<file path="src/bcbg_pkg.sv">
// Package for the backoff circuit breaker guard.
// Field widths, request, reason and breaker codes, register indexes and the
// control structs shared by the controller, datapath and register file.
package bcbg_pkg;

   localparam int NOW_W    = 47;
   localparam int TIME_W   = 48;
   localparam int SLOT_W   = 6;
   localparam int CFG_W    = 32;
   localparam int MAXREL_W = 5;
   localparam int CSR_IDX_W = 3;

   localparam logic [1:0] REQ_DECIDE  = 2'd0;
   localparam logic [1:0] REQ_RECORD  = 2'd1;
   localparam logic [1:0] REQ_HEALTHY = 2'd2;

   localparam logic [1:0] MODE_CLOSED = 2'd0;
   localparam logic [1:0] MODE_OPEN   = 2'd1;
   localparam logic [1:0] MODE_HALF   = 2'd2;

   localparam logic [1:0] REASON_NONE    = 2'd0;
   localparam logic [1:0] REASON_BACKOFF = 2'd1;
   localparam logic [1:0] REASON_OPEN    = 2'd2;
   localparam logic [1:0] REASON_HALF    = 2'd3;

   localparam logic [CSR_IDX_W-1:0] CSR_BACKOFF_BASE = 3'd0;
   localparam logic [CSR_IDX_W-1:0] CSR_BACKOFF_CAP  = 3'd1;
   localparam logic [CSR_IDX_W-1:0] CSR_WINDOW       = 3'd2;
   localparam logic [CSR_IDX_W-1:0] CSR_MAX_RELAUNCH = 3'd3;
   localparam logic [CSR_IDX_W-1:0] CSR_COOLDOWN     = 3'd4;

   localparam logic [CFG_W-1:0]    RST_BACKOFF_BASE = 32'd1000;
   localparam logic [CFG_W-1:0]    RST_BACKOFF_CAP  = 32'd300000;
   localparam logic [CFG_W-1:0]    RST_WINDOW       = 32'd600000;
   localparam logic [MAXREL_W-1:0] RST_MAX_RELAUNCH = 5'd3;
   localparam logic [CFG_W-1:0]    RST_COOLDOWN     = 32'd300000;

   typedef struct packed {
      logic [CFG_W-1:0]    base_ms;
      logic [CFG_W-1:0]    cap_ms;
      logic [CFG_W-1:0]    window_ms;
      logic [MAXREL_W-1:0] max_relaunches;
      logic [CFG_W-1:0]    cooldown_ms;
   } cfg_type;

   typedef struct packed {
      logic load;
      logic slot_rd;
      logic calc;
      logic arm;
      logic half_set;
      logic healthy_clr;
      logic clr_start;
      logic clr_step;
      logic win_start;
      logic win_rd;
      logic win_chk;
      logic win_ins;
      logic rsp_load;
   } cmd_type;

   typedef struct packed {
      logic [1:0] req_type;
      logic       is_relaunch;
      logic [1:0] mode;
      logic       clr_last;
      logic       win_last;
   } status_type;

endpackage

</file>
<file path="src/bcbg_csr.sv">
// Configuration register file for the backoff circuit breaker guard.
// Uses bcbg_pkg for register indexes, reset values and cfg_type.
module bcbg_csr (
   input  logic                           clock,
   input  logic                           reset,
   input  logic                           csr_we,
   input  logic [bcbg_pkg::CSR_IDX_W-1:0] csr_index,
   input  logic [bcbg_pkg::CFG_W-1:0]     csr_wdata,
   output bcbg_pkg::cfg_type              cfg
);
   bcbg_pkg::cfg_type cfg_ff;

   always_ff @(posedge clock) begin
      if (reset) begin
         cfg_ff.base_ms        <= bcbg_pkg::RST_BACKOFF_BASE;
         cfg_ff.cap_ms         <= bcbg_pkg::RST_BACKOFF_CAP;
         cfg_ff.window_ms      <= bcbg_pkg::RST_WINDOW;
         cfg_ff.max_relaunches <= bcbg_pkg::RST_MAX_RELAUNCH;
         cfg_ff.cooldown_ms    <= bcbg_pkg::RST_COOLDOWN;
      end else if (csr_we) begin
         case (csr_index)
            bcbg_pkg::CSR_BACKOFF_BASE: cfg_ff.base_ms     <= csr_wdata;
            bcbg_pkg::CSR_BACKOFF_CAP:  cfg_ff.cap_ms      <= csr_wdata;
            bcbg_pkg::CSR_WINDOW:       cfg_ff.window_ms   <= csr_wdata;
            bcbg_pkg::CSR_MAX_RELAUNCH:
               cfg_ff.max_relaunches <= csr_wdata[bcbg_pkg::MAXREL_W-1:0];
            bcbg_pkg::CSR_COOLDOWN:     cfg_ff.cooldown_ms <= csr_wdata;
            default: ;
         endcase
      end
   end

   assign cfg = cfg_ff;
endmodule

</file>
<file path="config.mk">
export PLATFORM = sky130hd
export DESIGN_NAME = bcbg_csr
export DESIGN_NICKNAME = d
export VERILOG_FILES = /design/src/bcbg_pkg.sv /design/src/bcbg_csr.sv
export SDC_FILE = /design/constraint.sdc
export NUM_CORES = 1
export LEC_CHECK = 0
export BUFFER_PORTS_ARGS = -buffer_cell sky130_fd_sc_hd__buf_2
export CAP_MARGIN = 10
export CELL_PAD_IN_SITES_DETAIL_PLACEMENT = 0
export CELL_PAD_IN_SITES_GLOBAL_PLACEMENT = 1
export CORE_AREA = 2 2 117 119
export DETAILED_ROUTE_END_ITERATION = 7
export DIE_AREA = 0 0 119 121
export GPL_TIMING_DRIVEN = 0
export PLACE_DENSITY_LB_ADDON = 0.1
export SLEW_MARGIN = 25
export SYNTH_ARGS = -nofsm -noshare
export SYNTH_HDL_FRONTEND = slang
export SYNTH_SLANG_ARGS = --single-unit
</file>
<file path="constraint.sdc">
create_clock -name clock -period 2.4 [get_ports clock]
set_input_delay 0 -clock clock [delete_from_list [all_inputs] [get_ports clock]]
set_output_delay 0 -clock clock [all_outputs]
set_load 0.02 [all_outputs]
</file>
==> flow_summary.ini <==
[synthesis]
yosys_warnings = 0
synth_edf_count = 0
synth_flop_cell = dfxtp_1
syn_inst = 485
yosys.area.top_type = dfxtp_1
synthArstFlopShare = 0
ys_ff_latch = 133
syn-cell-area_sq_um = 5270
ys_top_cells_by_area = dfxtp_1 51%, mux2i_1 25%, nand2b_1 15%
avgSynthCellArea_sq_um = 10.9
ys_types = 15
postSynthNetCount = 523
ys_top_cells_by_count = 133 x dfxtp_1, 133 x mux2i_1, 129 x nand2b_1
synth_top_area_frac = 0.505
ys_seq_area_frac = 0.505

[cells_and_area]
multiInputGateArea_sq_um = 2420
diodes = 0
largest_reg_flops = 133
layout.nets = 744
drive_gt1_frac = 0.301
fillers = 1233
utilization = 0.552
finalNonFillerCells = 893
syn_to_final_growth_pct = 37.0
seq_area_sq_um = 2660

[route]
first_iter_violations = 171
drt_pass1_iterations = 4
wl_per_cell_um = 16.6
final_antenna_net_count = 0
vias = 4139
drc = 0
wl_um = 14800
vias_per_cell = 4.63

[floorplanning]
die-height_um = 121
die_area_sq_um = 14400
dieWidth_um = 119
initial_utilization = 0.403
core_sq_um = 13100
fp-row-count = 42
io_pins = 171

[placed_design]
dp.cells = 830
place.gp.congestion = 0.764
portBuffers = 169
dp_hpwl_um = 10600

[setup_path]
crit_path_end_kind = flop
crit_chain = dlygate4sd3_1 -> buf_2 -> and4bb_2 -> buf_2 -> buf_4 -> mux2i_1
r2r_start = cfg[45]
cp_max_fo = 10
crit_type = in2reg
worst-path-buf-inv = 4
cp.arrival_ns = 1.69
crit_slowest_cell = dlygate4sd3_1
crit_path_frequent_cell = buf_2
path_depth = 6
reg2reg_to = cfg[45]
cp-start-kind = input port
reg2reg_slack_ns = 1.76
max_stage_delay_ns = 0.54
rr_worst_depth = 2
cp_top_family = buffers and inverters
cp_data_required_time_ns = 2.73

[clock_tree]
cts_sinks = 133
path_clk_slew_ns = 0.05
cts_buffer_depth = 2
cts_buffers = 17
cts_resized = 0
cts_hold_buf = 33
clk_latency_ns = 0.41
cts_setup_buffers = 0
h-tree-depth = 4
cts_tree = done
clockRootBuffer = clkbuf_16

[sta]
hold_viol_final = 0
skew_ns = 0
finalCritPeriodShare = 0.564
fin_crit_ns = 1.35
worst_pin_slew_ns = 0.650
whs_ns = 0.0166
finalSetupViolCount = 0
rsz0062_at_grt = false
fin_tns_setup_ns = 0
drv_slew = 0
relSlewSlack = 0.567
max_freq_mhz = 739

[power_and_ir_drop]
leakage_nw = 3.61
pwr_density_cell_nw_per_um2 = 712
power_mw = 5.14
peakVddDrop_v = 0.000472

[global_route]
grt_pass1_vias = 4296
grt_max_degree = 17
antenna_found_initial = 0
grt-ovfl-total = 0
grtUsageTotal = 0.211
grt_pass1_wl_um = 23100

[min_path]
hp-class = in2reg
holdPathEnd = cfg[132]
min_delay_path_depth = 3
hp-start = csr_index[1]

[outcome]
outcome = finished clean

[job]
max_cap_violations = 0
-- how the worst max path moves through the flow --
stage                      start        to  slack, ns
floorplan           csr_index[0]  cfg[122]       1.48
global placement           reset   cfg[87]       1.06
detailed placement         reset   cfg[87]        1.0
CTS                 csr_index[2]   cfg[95]       1.05
global route        csr_index[2]  cfg[104]       0.97
finish              csr_index[2]   cfg[95]       1.05
-- where the power goes --
| group | total (mW) | internal, mW | switching [mW] |
|---|---|---|---|
| Sequential | 2.28 | 2.26 | 0.0249 |
| Combinational | 0.442 | 0.194 | 0.248 |
| Clock | 2.42 | 1.54 | 0.871 |
| Total | 5.14 | 4.00 | 1.14 |
-- worst min-delay path, stage by stage --
cell	delay, ns
buf_2	0.17
nor4b_4	0.09
mux2i_1	0.11
-- cell usage in the layout, fill, tap and decap left out --
| cell | n |
|---|---|
| nand4bb_1 | 3 |
| dlygate4sd3_1 | 33 |
| mux2i_1 | 133 |
| nand2b_1 | 129 |
| nand4b_1 | 1 |
| clkinv_2 | 3 |
| nor4b_4 | 1 |
| buf_4 | 11 |
| clkbuf_1 | 19 |
| clkbuf_16 | 17 |
| bufinv_16 | 1 |
| buf_2 | 176 |
| and4bb_2 | 1 |
| clkbuf_8 | 5 |
| nor2_1 | 47 |
| dfxtp_1 | 133 |
| and4b_1 | 1 |
| nor4bb_1 | 1 |
| or4b_1 | 1 |
| buf_6 | 1 |
-- cells by family (layout without fill, tap and decap cells) --
family / count (synthesis) / count (layout) / synth area share
flops: 133 / 133 / 0.505
mux: 133 / 133 / 0.253
buf+inv: 34 / 266 / 0.0351
simple gates: 185 / 185 / 0.207
-- area by class of cell --
type | count | area share
multi-input cells | 318 | 0.336
well taps | 176 | 0.0305
clock inverters | 4 | 0.00624
plain buffers | 34 | 0.0256
repair buffers | 202 | 0.163
clock buffers | 26 | 0.0705
flip-flops and latches | 133 | 0.369
-- metrics by stage --
stage / worst slack (ns) / instance area, sq um
floorplan: 1.48 / 5270
global placement: 1.06 / 6340
detailed placement: 0.999 / 6340
CTS: 1.05 / 7220
global route: 0.967 / 7220
finish: 1.05 / 7220
-- layer usage --
layer,routed length [um],GRT usage,share of wire
met5,0,0,0
met4,229,0.0759,0.015
met3,806,0.0616,0.054
met2,7280,0.364,0.49
met1,6520,0.251,0.44
Note: power is estimated with default switching activity, not from simulation.
