--- src/bcbg_pkg.sv ---
// Package for the backoff circuit breaker guard.
// Field widths, request, reason and breaker codes, register indexes and the
// control structs shared by the controller, datapath and register file.
package bcbg_pkg;

   localparam int NOW_W    = 47;
   localparam int TIME_W   = 48;
   localparam int SLOT_W   = 6;
   localparam int CFG_W    = 32;
   localparam int MAXREL_W = 5;
   localparam int CSR_IDX_W = 3;

   localparam logic [1:0] REQ_DECIDE  = 2'd0;
   localparam logic [1:0] REQ_RECORD  = 2'd1;
   localparam logic [1:0] REQ_HEALTHY = 2'd2;

   localparam logic [1:0] MODE_CLOSED = 2'd0;
   localparam logic [1:0] MODE_OPEN   = 2'd1;
   localparam logic [1:0] MODE_HALF   = 2'd2;

   localparam logic [1:0] REASON_NONE    = 2'd0;
   localparam logic [1:0] REASON_BACKOFF = 2'd1;
   localparam logic [1:0] REASON_OPEN    = 2'd2;
   localparam logic [1:0] REASON_HALF    = 2'd3;

   localparam logic [CSR_IDX_W-1:0] CSR_BACKOFF_BASE = 3'd0;
   localparam logic [CSR_IDX_W-1:0] CSR_BACKOFF_CAP  = 3'd1;
   localparam logic [CSR_IDX_W-1:0] CSR_WINDOW       = 3'd2;
   localparam logic [CSR_IDX_W-1:0] CSR_MAX_RELAUNCH = 3'd3;
   localparam logic [CSR_IDX_W-1:0] CSR_COOLDOWN     = 3'd4;

   localparam logic [CFG_W-1:0]    RST_BACKOFF_BASE = 32'd1000;
   localparam logic [CFG_W-1:0]    RST_BACKOFF_CAP  = 32'd300000;
   localparam logic [CFG_W-1:0]    RST_WINDOW       = 32'd600000;
   localparam logic [MAXREL_W-1:0] RST_MAX_RELAUNCH = 5'd3;
   localparam logic [CFG_W-1:0]    RST_COOLDOWN     = 32'd300000;

   typedef struct packed {
      logic [CFG_W-1:0]    base_ms;
      logic [CFG_W-1:0]    cap_ms;
      logic [CFG_W-1:0]    window_ms;
      logic [MAXREL_W-1:0] max_relaunches;
      logic [CFG_W-1:0]    cooldown_ms;
   } cfg_type;

   typedef struct packed {
      logic load;
      logic slot_rd;
      logic calc;
      logic arm;
      logic half_set;
      logic healthy_clr;
      logic clr_start;
      logic clr_step;
      logic win_start;
      logic win_rd;
      logic win_chk;
      logic win_ins;
      logic rsp_load;
   } cmd_type;

   typedef struct packed {
      logic [1:0] req_type;
      logic       is_relaunch;
      logic [1:0] mode;
      logic       clr_last;
      logic       win_last;
   } status_type;

endpackage

--- src/bcbg_ctrl.sv ---
// Sequencing controller for the backoff circuit breaker guard.
// Issues cmd_type to the datapath from status_type; owns the response valid.
module bcbg_ctrl (
   input  logic                 clock,
   input  logic                 reset,
   input  logic                 req_valid,
   output logic                 req_ready,
   output logic                 rsp_valid,
   input  logic                 rsp_ready,
   input  bcbg_pkg::status_type status,
   output bcbg_pkg::cmd_type    cmd
);
   typedef enum logic [3:0] {
      ST_CLR_RST,
      ST_IDLE,
      ST_SLOT_RD,
      ST_CALC,
      ST_ARM,
      ST_WIN_RD,
      ST_WIN_CHK,
      ST_WIN_INS,
      ST_CLR_HLT,
      ST_FIN
   } state_type;

   state_type state_ff, state_in;
   logic      rsp_valid_ff;
   logic      out_free;

   assign out_free  = !rsp_valid_ff || rsp_ready;
   assign req_ready = (state_ff == ST_IDLE);
   assign rsp_valid = rsp_valid_ff;

   always_comb begin
      cmd      = '0;
      state_in = state_ff;
      case (state_ff)
         ST_CLR_RST: begin
            cmd.clr_step = 1'b1;
            if (status.clr_last) state_in = ST_IDLE;
         end
         ST_IDLE: begin
            if (req_valid) begin
               cmd.load = 1'b1;
               state_in = ST_SLOT_RD;
            end
         end
         ST_SLOT_RD: begin
            cmd.slot_rd = 1'b1;
            state_in    = ST_CALC;
         end
         ST_CALC: begin
            cmd.calc = 1'b1;
            case (status.req_type)
               bcbg_pkg::REQ_RECORD: state_in = ST_ARM;
               bcbg_pkg::REQ_HEALTHY: begin
                  if (status.mode == bcbg_pkg::MODE_HALF) begin
                     cmd.healthy_clr = 1'b1;
                     cmd.clr_start   = 1'b1;
                     state_in        = ST_CLR_HLT;
                  end else begin
                     state_in = ST_FIN;
                  end
               end
               default: state_in = ST_FIN;
            endcase
         end
         ST_ARM: begin
            cmd.arm  = 1'b1;
            state_in = ST_FIN;
            if (status.is_relaunch) begin
               if (status.mode == bcbg_pkg::MODE_CLOSED) begin
                  cmd.win_start = 1'b1;
                  state_in      = ST_WIN_RD;
               end else begin
                  cmd.half_set = 1'b1;
               end
            end
         end
         ST_WIN_RD: begin
            cmd.win_rd = 1'b1;
            state_in   = ST_WIN_CHK;
         end
         ST_WIN_CHK: begin
            cmd.win_chk = 1'b1;
            state_in    = status.win_last ? ST_WIN_INS : ST_WIN_RD;
         end
         ST_WIN_INS: begin
            cmd.win_ins = 1'b1;
            state_in    = ST_FIN;
         end
         ST_CLR_HLT: begin
            cmd.clr_step = 1'b1;
            if (status.clr_last) state_in = ST_FIN;
         end
         ST_FIN: begin
            if (out_free) begin
               cmd.rsp_load = 1'b1;
               state_in     = ST_IDLE;
            end
         end
         default: state_in = ST_IDLE;
      endcase
   end

   always_ff @(posedge clock) begin
      if (reset) begin
         state_ff     <= ST_CLR_RST;
         rsp_valid_ff <= 1'b0;
      end else begin
         state_ff <= state_in;
         if (cmd.rsp_load) begin
            rsp_valid_ff <= 1'b1;
         end else if (rsp_ready) begin
            rsp_valid_ff <= 1'b0;
         end
      end
   end
endmodule

--- config.mk ---
export PLATFORM = sky130hd
export DESIGN_NAME = bcbg_ctrl
export DESIGN_NICKNAME = d
export VERILOG_FILES = /design/src/bcbg_pkg.sv /design/src/bcbg_ctrl.sv
export SDC_FILE = /design/constraint.sdc
export NUM_CORES = 1
export LEC_CHECK = 0
export BUFFER_PORTS_ARGS = -buffer_cell sky130_fd_sc_hd__buf_2
export CORE_AREA = 5 5 42 44
export CTS_CLUSTER_SIZE = 8
export DETAILED_ROUTE_END_ITERATION = 10
export DIE_AREA = 0 0 47 49
export GPL_TIMING_DRIVEN = 0
export PLACE_DENSITY = 0.7
export SYNTH_ARGS = -nofsm -noshare
export SYNTH_HDL_FRONTEND = slang
export SYNTH_SLANG_ARGS = --single-unit
--- constraint.sdc ---
create_clock -name clock -period 1.3 [get_ports clock]
set_input_delay 0 -clock clock [delete_from_list [all_inputs] [get_ports clock]]
set_output_delay 0 -clock clock [all_outputs]
set_load 0.1 [all_outputs]
==> load_flow_metrics.sql, run 1 <==
INSERT INTO impl_metrics (metric_group, metric, value, unit) VALUES
('worst_hold_path', 'worst_hold_startpoint', 'status[1]', ''),
('sta', 'timing_hold_violations_final', '0', ''),
('clock_network', 'clock-root-buffer', 'clkbuf_4', ''),
('sta', 'final_setup_margin', '-0.144', 'ns'),
('yosys', 'post_synth_top_area_share', '0.237', ''),
('die', 'design.core.area', '1400', 'um^2'),
('yosys', 'synthFlopType', 'dfxtp_1', ''),
('setup_path', 'worstSetupStartpointType', 'register', ''),
('sta', 'hold-worst-slack', '0.0375', 'ns'),
('pwr', 'irDropWorstVdd', '0.750', 'mV'),
('setup_path', 'regToRegSetupSlack', '-0.02', 'ns'),
('detailed_routing', 'dr_total_vias', '517', ''),
('setup_path', 'critical_path.endpoint_type', 'output pin', ''),
('worst_hold_path', 'hold_path.class', 'input port to register', ''),
('yosys', 'synth_area_leader_cell', 'dfxtp_1', ''),
('detailed_routing', 'wirelength', '1290', 'um'),
('cells_and_area', 'diodes', '0', ''),
('flow_run', 'max_cap_viol_count', '0', ''),
('sta', 'finalClockSkew', '0.00167', 'ns'),
('clock_network', 'path_clk_slew', '0.04', 'ns'),
('yosys', 'ys_types', '26', ''),
('sta', 'report.final.slew_viol_count', '0', ''),
('worst_hold_path', 'timing.hold.worst_path_depth', '3', ''),
('yosys', 'synth.area.top_cells', 'dfxtp_1, nand2b_1, nor3_1', ''),
('detailed_routing', 'ant_nets', '0', ''),
('status', 'outcome', 'complete, but fails checks', ''),
('die', 'fp-row-count', '14', ''),
('sta', 'worst_slew_pin_slew', '0.489', 'ns'),
('sta', 'setup_violations', '6', ''),
('yosys', 'yosys_warnings', '0', ''),
('cells_and_area', 'finish.utilization', '0.681', ''),
('status', 'failed_checks', 'negative setup slack', ''),
('pwr', 'powerDensity', '1000', 'nW/um^2'),
('yosys', 'syn-num-nets', '66', ''),
('sta', 'rsz_0062_raised_after_global_routing', 'yes', ''),
('cells_and_area', 'synthToLayoutAreaGrowth', '126', '%'),
('worst_hold_path', 'worstHoldEndpoint', 'state_ff[0]$_SDFFE_PP0P_', ''),
('clock_network', 'clock_buffer_count_from_cts', '3', ''),
('detailed_routing', 'detail_route.vias_per_cell', '4.92', ''),
('setup_path', 'worst-endpoint-arrival', '1.44', 'ns'),
('clock_network', 'cts_h_tree_depth', '1', ''),
('setup_path', 'cp_slowest_stage_delay', '0.36', 'ns'),
('place', 'dp_hpwl', '931', 'um'),
('die', 'num_io_pins', '26', ''),
('detailed_routing', 'iter_0_drt_violations', '2', ''),
('die', 'initial_core_util', '0.301', ''),
('die', 'die_area', '2300', 'um^2'),
('pwr', 'cellLeakagePower', '0.000367', 'uW'),
('yosys', 'avg_inst_size_synth', '7.67', 'um^2'),
('sta', 'slew_headroom', '0.676', ''),
('die', 'dieWidth', '47', 'um'),
('cells_and_area', 'finish.net_count', '101', ''),
('sta', 'finalCritPeriodShare', '1.11', ''),
('place', 'io_buffers', '25', ''),
('sta', 'time_the_worst_path_needs_with_i_o_delays_and_setup', '1.44', 'ns'),
('setup_path', 'cp.buffers_inverters', '1', ''),
('clock_network', 'cts.sink_count', '5', ''),
('setup_path', 'critical_path_fanout_max', '4', ''),
('die', 'die-height', '49', 'um'),
('yosys', 'netlist_instances', '55', ''),
('detailed_routing', 'firstDrtPassIters', '4', ''),
('yosys', 'post_synth_edffs', '0', ''),
('detailed_routing', 'drt_drc_violations_left', '0', ''),
('yosys', 'yosys_register_bits', '5', ''),
('place', 'place.gp.congestion', '0.803', ''),
('setup_path', 'cpLargestDelayFamily', 'simple AND/OR/NAND/NOR gates', ''),
('setup_path', 'regToRegEndpoint', 'state_ff[2]$_SDFFE_PP0P_', ''),
('clock_network', 'cts_tree', 'done', ''),
('sta', 'max_freq', '693', 'MHz'),
('yosys', 'sequential_share_of_the_synthesized_area', '0.237', ''),
('setup_path', 'crit_path_slowest_cell', 'dfxtp_4', '');
-- sequential cells by signal, indices dropped and copies added, names as in the netlist --
register	cells
rsp_valid	1
state_ff	4
-- cell type report --
cell class | instances | area (um^2)
inverters | 4 | 18.8
clock buffers | 4 | 26.3
multi-input cells | 41 | 400
repair buffers | 32 | 333
flip-flops and latches | 5 | 114
fillers | 108 | 447
well taps | 16 | 20.0
plain buffers | 3 | 42.5
-- routing by layer --
metal / GRT usage / up-vias / wire, um
met5: 0 / - / 0
met4: 0.0691 / 0 / 0
met3: 0.0148 / 0 / 57
met2: 0.206 / 12 / 709
met1: 0.147 / 238 / 520
li1: - / 267 / -
-- how the worst max path moves through the flow --
stage                                        start  endpoint  slack (ns)  cells after the start
after global placement    state_ff[1]$_SDFFE_PP0P_    cmd[0]       -0.24                      4
after global routing      state_ff[3]$_SDFFE_PP0P_    cmd[0]       -0.19                      4
after detailed placement  state_ff[0]$_SDFFE_PP0P_    cmd[0]       -0.24                      5
final                     state_ff[1]$_SDFFE_PP0P_    cmd[0]       -0.14                      4
after floorplan           state_ff[3]$_SDFFE_PP0P_    cmd[8]       -1.09                      4
after CTS                 state_ff[0]$_SDFFE_PP0P_    cmd[8]       -0.18                      5
-- layout by cell type, fill, tap and decap left out, types with 2 or more instances in the layout --
cell      count
a21oi_1       3
buf_12        8
buf_2        11
buf_4         7
buf_6         6
buf_8         2
clkbuf_4      3
dfxtp_2       2
dfxtp_4       3
inv_1         3
nand2b_1      3
nand2b_4      2
nor2_1        2
nor2_4        4
nor3_1        2
nor3_4        3
-- worst register-to-register path: cells and delay by family, from the launching register on --
kind                   cells  cell delay (ns)
AO/OA/AOI/OAI              1             0.11
buffers and inverters      2             0.28
flip-flops                 1             0.36
AND/OR/NAND/NOR            2             0.50
-- cells in the mapped netlist (all sizes together), types with 2 or more instances --
cell type,count
buf,5
nand3,2
inv,4
a21oi,3
nor2,6
nor2b,2
nand2,3
nor3,6
nand2b,5
dfxtp,5
-- kinds of logic after synthesis --
family / synth area share
AOI/OAI and AO/OA: 0.208
buffers and inverters: 0.122
and+or+nand+nor: 0.433
DFF: 0.237
-- stage by stage --
step / cell area (um^2) / worst slack (ns) / std cells / power, uW / setup TNS (ns)
2_1_floorplan: 529 / -1.09 / 55 / 595 / -8.52
3_3_place_gp: 674 / -0.241 / 96 / 665 / -1.12
3_5_place_dp: 674 / -0.235 / 96 / 667 / -1.26
4_1_cts: 897 / -0.177 / 106 / 939 / -0.974
5_1_grt: 955 / -0.191 / 105 / 1010 / -0.965
6_report: 955 / -0.144 / 105 / 959 / -0.457
-- power breakdown --
| group | leakage [uW] | switching [uW] | internal (uW) |
|---|---|---|---|
| Combinational | 0.000308 | 367 | 211 |
| Sequential | 0.0000439 | 37.5 | 173 |
| Clock | 0.0000150 | 54.9 | 115 |
-- repair_timing --
| action | 4_1_cts | 5_1_grt |
|---|---|---|
| hold endpoints to repair | 4 | 0 |
| pin swaps | 6 | 8 |
| endpoints found under the setup margin | 15 | 16 |
| hold buffers | 1 | 0 |
| resized for setup | 44 | 20 |
| buffers inserted | 5 | 1 |
Power figures use the tool's default switching activity.
==> inputs of run 2 (changes only) <==
--- a/config.mk
+++ b/config.mk
@@ -12,6 +12,7 @@
 export DIE_AREA = 0 0 47 49
 export GPL_TIMING_DRIVEN = 0
 export PLACE_DENSITY = 0.7
+export REMOVE_ABC_BUFFERS = 1
 export SYNTH_ARGS = -nofsm -noshare
 export SYNTH_HDL_FRONTEND = slang
 export SYNTH_SLANG_ARGS = --single-unit
==> load_flow_metrics.sql, run 2 (same netlist as run 1, synthesis figures left out) <==
INSERT INTO impl_metrics (metric_group, metric, value, unit) VALUES
('status', 'outcome', 'complete, but fails checks', ''),
('status', 'failed_checks', 'negative setup slack', ''),
('setup_path', 'critical_path_fanout_max', '4', ''),
('sta', 'finalClockSkew', '0.00343', 'ns'),
('place', 'detailed_place.area', '531', 'um^2'),
('clock_network', 'clock_buffer_count_from_cts', '3', ''),
('setup_path', 'cp_slowest_stage_delay', '0.36', 'ns'),
('pwr', 'p_sw', '446', 'uW'),
('sta', 'finalCritPeriodShare', '1.12', ''),
('detailed_routing', 'firstDrtPassIters', '4', ''),
('die', 'initial_core_util', '0.301', ''),
('cells_and_area', 'synthToLayoutAreaGrowth', '110', '%'),
('detailed_routing', 'detail_route.vias_per_cell', '5.03', ''),
('pwr', 'clock_network_power_share', '0.184', ''),
('cells_and_area', 'instances_no_fill', '108', ''),
('detailed_routing', 'wirelength', '1410', 'um'),
('setup_path', 'cp.depth', '5', ''),
('pwr', 'pwr-share-comb', '0.588', ''),
('detailed_routing', 'routed_wire_length_per_instance', '13.0', 'um'),
('sta', 'slew_headroom', '0.681', ''),
('setup_path', 'regToRegSetupSlack', '-0.05', 'ns'),
('cells_and_area', 'finish.utilization', '0.633', ''),
('setup_path', 'crit_path_slowest_cell', 'dfxtp_4', ''),
('die', 'design.core.area', '1400', 'um^2'),
('setup_path', 'critical_path.endpoint_type', 'output pin', ''),
('cells_and_area', 'layout.cell_area.non_filler', '887', 'um^2'),
('cells_and_area', 'register_name_with_the_most_flops', 'state_ff', ''),
('global_route', 'grtUsageTotal', '0.127', ''),
('pwr', 'powerDensity', '1080', 'nW/um^2'),
('detailed_routing', 'drt_drc_violations_left', '0', ''),
('global_route', 'initial_antenna_violation_count', '0', ''),
('flow_run', 'max_cap_viol_count', '0', ''),
('clock_network', 'path_clk_slew', '0.04', 'ns'),
('setup_path', 'cpLargestDelayFamily', 'simple AND/OR/NAND/NOR gates', ''),
('die', 'fp-row-count', '14', ''),
('pwr', 'switching_share', '0.463', ''),
('place', 'dp_hpwl', '844', 'um'),
('pwr', 'cellLeakagePower', '0.000380', 'uW'),
('clock_network', 'cts_h_tree_depth', '1', ''),
('setup_path', 'regToRegEndpoint', 'state_ff[3]$_SDFFE_PP0P_', ''),
('sta', 'max_freq', '684', 'MHz'),
('cells_and_area', 'largest_reg_flops', '4', ''),
('place', 'place.gp.congestion', '0.752', ''),
('die', 'die_area', '2300', 'um^2'),
('cells_and_area', 'diodes', '0', ''),
('setup_path', 'critical_path.endpoint', 'cmd[8]', ''),
('die', 'dieWidth', '47', 'um'),
('setup_path', 'crit_top_cell', 'buf_12', ''),
('clock_network', 'ctsLongestPathBuffers', '2', ''),
('clock_network', 'source_to_sink_clock_delay_at_the_later_pin_of_the_worst_skew_pair', '0.24', 'ns'),
('clock_network', 'cts.sink_count', '5', ''),
('sta', 'setup_violations', '9', ''),
('cells_and_area', 'layout.cells.most_common', 'buf_2', ''),
('sta', 'rsz_0062_raised_after_global_routing', 'yes', ''),
('sta', 'worst_slew_pin_slew', '0.482', 'ns'),
('setup_path', 'rr_worst_depth', '5', ''),
('clock_network', 'clock-root-buffer', 'clkbuf_4', ''),
('global_route', 'first_global_vias', '488', ''),
('detailed_routing', 'dr_total_vias', '543', ''),
('sta', 'timing_hold_violations_final', '0', ''),
('pwr', 'internal_dissipation', '516', 'uW'),
('clock_network', 'cts_tree', 'done', ''),
('detailed_routing', 'iter_0_drt_violations', '2', ''),
('setup_path', 'critical_path_class', 'register to output pin', ''),
('die', 'num_io_pins', '26', ''),
('cells_and_area', 'drive_above_1_share', '0.587', ''),
('setup_path', 'origin_of_the_critical_flop_to_flop_path', 'state_ff[3]$_SDFFE_PP0P_', ''),
('place', 'placedCellCount', '91', ''),
('setup_path', 'worstSetupStartpointType', 'register', ''),
('cells_and_area', 'highest_count_cells_in_the_layout_ignoring_fill_and_taps', 'buf_2, buf_4, buf_6, buf_12, nor2_1', ''),
('sta', 'time_the_worst_path_needs_with_i_o_delays_and_setup', '1.46', 'ns'),
('sta', 'final_setup_margin', '-0.162', 'ns'),
('setup_path', 'worst-endpoint-arrival', '1.46', 'ns'),
('global_route', 'grt_first_pass_wirelength', '2130', 'um'),
('sta', 'hold-worst-slack', '0.00800', 'ns'),
('global_route', 'grt_ovf', '0', ''),
('pwr', 'irDropWorstVdd', '1.06', 'mV'),
('pwr', 'seq_power_share', '0.227', ''),
('sta', 'report.final.slew_viol_count', '0', ''),
('setup_path', 'timing.critical_path.cells', 'buf_12, nor4b_4, nand2_1, nor2_2, buf_12', ''),
('setup_path', 'crit_start', 'state_ff[3]$_SDFFE_PP0P_', ''),
('global_route', 'pin_count_of_the_biggest_net_entering_global_routing', '18', ''),
('die', 'die-height', '49', 'um'),
('place', 'io_buffers', '25', ''),
('setup_path', 'cp.buffers_inverters', '2', ''),
('worst_hold_path', 'hold_path.class', 'input port to register', ''),
('detailed_routing', 'ant_nets', '0', ''),
('setup_path', 'cp_data_required_time', '1.30', 'ns'),
('cells_and_area', 'finish.net_count', '104', '');
[run 2: worst reg2reg max path: cells and delay by family, from the launching register on]
| kind | cells | cell delay, ns |
|---|---|---|
| buffers and inverters | 2 | 0.30 |
| DFF | 1 | 0.36 |
| and+or+nand+nor | 1 | 0.29 |
| AOI/OAI and AO/OA | 2 | 0.33 |
[run 2: layout make-up]
| type | count | area, um^2 |
|---|---|---|
| multi-input combinational | 41 | 327 |
| inverter | 4 | 15.0 |
| timing repair buffer | 38 | 384 |
| clock buffer | 4 | 26.3 |
| sequential | 5 | 115 |
| fill | 122 | 514 |
| tap | 16 | 20.0 |
[run 2: layer usage]
metal	wire length, um	vias to the layer above	part of all wire	GRT usage
li1	-	274	-	-
met1	527	245	0.37	0.147
met2	732	22	0.52	0.195
met3	138	2	0.098	0.0775
met4	8	0	0.0057	0.0276
met5	0	-	0	0
[run 2: repair_timing]
action,CTS,global route
setup endpoints to repair,16,15
hold buffers,1,0
setup buffers,8,4
pin swaps,2,6
gates cloned,0,0
endpoints found under the hold margin,5,0
gates resized for setup,46,16
[run 2: power groups by stage]
stage / sequential (uW) / clock (uW) / combinational [uW]
global route: 221 / 202 / 592
finish: 218 / 177 / 566
CTS: 216 / 185 / 493
floorplan: 214 / 0 / 305
detailed placement: 219 / 0 / 369
global placement: 220 / 0 / 366
[run 2: stage by stage]
stage / setup slack [ns] / power (uW) / TNS, ns
after floorplan: -4.97 / 519 / -27.59
after global placement: -0.286 / 585 / -1.59
after detailed placement: -0.278 / 588 / -1.73
after CTS: -0.149 / 894 / -0.571
after global routing: -0.250 / 1010 / -1.52
final: -0.162 / 962 / -0.729
[run 2: how the worst min path moves through the flow]
stage / start / endpoint / slack (ns) / cells past startpoint
global placement: reset / rsp_valid$_SDFFE_PP0P_ / 0.23 / 2
finish: status[1] / state_ff[0]$_SDFFE_PP0P_ / 0.008 / 3
CTS: status[1] / state_ff[0]$_SDFFE_PP0P_ / 0.004 / 3
detailed placement: reset / state_ff[2]$_SDFFE_PP0P_ / 0.24 / 2
floorplan: reset / rsp_valid$_SDFFE_PP0P_ / 0.07 / 1
global route: status[1] / state_ff[0]$_SDFFE_PP0P_ / 0.005 / 3
